`src/sv/ile_pkg.sv`:
```
package ile_pkg;
    localparam int CAPACITY_DEF = 64;
    localparam int DATA_W = 32;
    localparam int OP_W = 4;
    localparam int IDX_W = 8;
    localparam int ST_W = 2;

    localparam logic [OP_W-1:0] OP_APPEND  = 4'd0;
    localparam logic [OP_W-1:0] OP_RMTAIL  = 4'd1;
    localparam logic [OP_W-1:0] OP_POP     = 4'd2;
    localparam logic [OP_W-1:0] OP_RMAT    = 4'd3;
    localparam logic [OP_W-1:0] OP_GETAT   = 4'd4;
    localparam logic [OP_W-1:0] OP_INSAT   = 4'd5;
    localparam logic [OP_W-1:0] OP_CLEAR   = 4'd6;
    localparam logic [OP_W-1:0] OP_REVERSE = 4'd7;
    localparam logic [OP_W-1:0] OP_ROTATE  = 4'd8;

    localparam logic [ST_W-1:0] ST_OK    = 2'd0;
    localparam logic [ST_W-1:0] ST_EMPTY = 2'd1;
    localparam logic [ST_W-1:0] ST_INDEX = 2'd2;
    localparam logic [ST_W-1:0] ST_FULL  = 2'd3;

    // Shift commands broadcast to every cell of the chain.
    typedef struct packed {
        logic load;      // cell lo takes the new word, cells lo+1..hi take their left neighbor
        logic shl;       // cells lo..hi-1 take their right neighbor, cell hi takes the wrap word
        logic [IDX_W-1:0] lo;
        logic [IDX_W-1:0] hi;
    } t_shift;
endpackage

```
`src/sv/ile_cell.sv`:
```
module ile_cell #(
    parameter int POS = 0
) (
    input  logic                        i_clk,
    input  ile_pkg::t_shift             i_cmd,
    input  logic [ile_pkg::DATA_W-1:0]  i_left,
    input  logic [ile_pkg::DATA_W-1:0]  i_right,
    input  logic [ile_pkg::DATA_W-1:0]  i_wrap,
    input  logic [ile_pkg::DATA_W-1:0]  i_new,
    output logic [ile_pkg::DATA_W-1:0]  o_data
);
    localparam logic [ile_pkg::IDX_W-1:0] P = ile_pkg::IDX_W'(POS);
    logic [ile_pkg::DATA_W-1:0] r_data;
    logic [ile_pkg::DATA_W-1:0] n_data;

    // lo and hi define a window; the cell at lo takes i_new in load mode.
    always_comb begin
        priority if (i_cmd.load && P == i_cmd.lo) begin
            n_data = i_new;
        end else if (i_cmd.load && P > i_cmd.lo && P <= i_cmd.hi) begin
            n_data = i_left;
        end else if (i_cmd.shl && P >= i_cmd.lo && P < i_cmd.hi) begin
            n_data = i_right;
        end else if (i_cmd.shl && P == i_cmd.hi) begin
            n_data = i_wrap;
        end else begin
            n_data = r_data;
        end
    end

    always_ff @(posedge i_clk) begin
        r_data <= n_data;
    end
    assign o_data = r_data;
endmodule

```
`config.mk`:
```
export PLATFORM = sky130hd
export DESIGN_NAME = ile_cell
export DESIGN_NICKNAME = d
export VERILOG_FILES = /design/src/sv/ile_pkg.sv /design/src/sv/ile_cell.sv
export SDC_FILE = /design/constraint.sdc
export NUM_CORES = 1
export LEC_CHECK = 0
export ABC_AREA = 0
export BUFFER_PORTS_ARGS = -buffer_cell sky130_fd_sc_hd__buf_2
export CORE_AREA = 2 2 70 72
export CTS_BUF_LIST = sky130_fd_sc_hd__clkbuf_8
export CTS_CLUSTER_SIZE = 12
export DETAILED_ROUTE_END_ITERATION = 8
export DIE_AREA = 0 0 72 74
export HOLD_SLACK_MARGIN = 0.05
export PLACE_DENSITY = 0.81
export SETUP_SLACK_MARGIN = 0.2
export SYNTH_ARGS = -nofsm -noshare
export SYNTH_HDL_FRONTEND = slang
export SYNTH_SLANG_ARGS = --single-unit
```
`constraint.sdc`:
```
create_clock -name i_clk -period 8.8 [get_ports i_clk]
set_input_delay 0 -clock i_clk [delete_from_list [all_inputs] [get_ports i_clk]]
set_output_delay 0 -clock i_clk [all_outputs]
set_load 0.005 [all_outputs]
```
==> reports/metrics.cfg <==
[global_route]
gr-total-overflow=0
met2_usage_pct=42.39
grt_pass1_vias=1948
grt_use_met3_pct=5.556
grtUsageMet1_pct=24.72
grt_max_degree=37
busiest_layer=met2
grt_pass1_wl_mm=9.156
grt_antenna_before_repair=0
grt_use_total_pct=22.94

[setup_path]
slowest_delay_ns=1.13
cpMaxStageDelayCell=and3b_1
critPathCaptureType=flip-flop
cp.arrival_ns=3.25
startpoint_type=input pin
crit_required_ns=8.94
cp_max_fo=36
path_cells=buf_2, or4_4, nor2_4, and3b_1, a221o_1, dlygate4sd3_1
crit_type=in -> reg
cp.buffers_inverters=2
critPathTopFamily=simple AND/OR/NAND/NOR gates

[timing]
slew_viol_final=0
layout_min_cycle_time_ns=3.108
max_freq_mhz=321.7
post-route-period-util_pct=35.32
setup_viol=0
tightest_slew_ns=1.290
fin_setup_tns_ns=0
rsz0062_at_grt=no
hold_viol_final=0
maxSlewHeadroom_pct=13.98

[pwr]
p_leak_nw=1.475
pwr-share-comb_pct=17.6
clkPwrFrac_pct=31.9
seq_power_share_pct=50.4
intPower_mw=0.2634
ir_drop_mv=0.05127
pwr_density_cell_mw_per_mm2=110.4
switching_power_mw=0.07057
swShare_pct=21.13

[finish]
area_growth_pct=81.80
largest_reg_flops=32
nets=465
fin_cells=373
antenna_cells=0
final_cell_mix=buf_2 (146), dlygate4sd3_1 (56), and3_1 (32), a221o_1 (32), edfxtp_1 (32)
drive_gt1_share_pct=50.16
utilization_pct=65.80
final_common_cell=buf_2

[floorplan]
num_rows=25
die_area_mm2=0.005328
dieHeight_um=74
coreArea_mm2=0.004598
die_x_um=72
io_pins=179
initial_utilization_pct=36.19

[synthesis]
syn-num-nets=267
ys_ff_latch=32
netlist_instances=120
yosys_warnings=0
syn_area_per_cell_um2=13.87
ys_seq_area_share_pct=57.74
netlist_area_mm2=0.001664
yosys.cell_types.count=14

[clock_tree]
htreeDepth=2
path_clk_slew_ns=0.06
post_cts_resized=0
cts_root_buffer=clkbuf_8
numCtsBuffers=5
postCtsSetupRepairBufs=0
clock_path_buffers=2
cts_tree=yes
cts.sink_count=32

[min_path]
worstHoldPathType=in -> reg

[routing]
post_drt_wl_per_cell_um=17.11
ant_nets=0
detail_route.first_pass.iterations=4
route.detailed.drc=0
drt_iter0_markers=152
dr_total_vias=1991
vias_per_cell=5.338
totalWireLength_mm=6.381

[flow_run]
maxCapViolCount=0

[placed_design]
globalplace.congestion=0.7894
place_inst=309
port_buffers=146

[status]
status=completed

## routing by layer
layer | wire length, um | vias to the layer above
met4 | 198 | 0
li1 | - | 917
met3 | 441 | 22
met2 | 3453 | 124
met5 | 0 | -
met1 | 2287 | 928
## final timing paths
| path | startpoint | to | slack, ns | cells after the start |
|---|---|---|---|---|
| hold / removal | i_right[17] | o_data[17] | 0.04 | 2 |
| setup / recovery | i_cmd[15] | o_data[30] | 5.69 | 6 |
## synthesized netlist by cell type
cell type  number  area (um2)
a221o_1        32       320.3
and3_1         32       200.2
edfxtp_1       32       960.9
buf_6           6       67.56
clkbuf_1        6       22.52
a21oi_1         2       10.01
nor4_1          2       12.51
or4_4           2       22.52
a21boi_1        1       7.510
and3b_1         1       8.760
buf_4           1       7.510
nor2_1          1       3.750
nor2_4          1       11.26
o21ai_2         1       8.760
## power by group through the flow
stage,Clock [mW],Sequential (mW),Combinational (mW)
6_report,0.107,0.168,0.0589
5_1_grt,0.116,0.168,0.0633
4_1_cts,0.108,0.168,0.0561
3_5_place_dp,0,0.172,0.0379
3_3_place_gp,0,0.172,0.0367
2_1_floorplan,0,0.172,0.0104
## final cells by class
type / count / area (um2)
repair buffers: 204 / 1306
multi-input cells: 75 / 608.1
well taps: 54 / 67.56
clock buffers: 5 / 68.82
fillers: 370 / 1573
flip-flops and latches: 32 / 960.9
clock inverters: 3 / 13.76
## what timing repair did
| action | in CTS | in global routing |
|---|---|---|
| endpoints found under the hold margin | 27 | 2 |
| setup endpoints to repair | 0 | 0 |
| hold buffers | 53 | 3 |
## logic make-up after synthesis
group	share of synthesized area, %
compound gates	20.83
flops	57.74
buf+inv	5.864
simple gates	15.56
## metrics by stage
step	power, mW	hold slack (ns)	cell area (um2)	worst slack, ns
final	0.3340	0.03538	3025	5.692
after global routing	0.3475	0.05024	3025	5.583
after CTS	0.3324	0.05249	2995	5.807
after detailed placement	0.2096	0.3033	2382	6.024
after global placement	0.2084	0.3012	2382	6.068
after floorplan	0.1822	0.2141	1664	5.980
No activity file was read; power rests on OpenSTA's default activity.
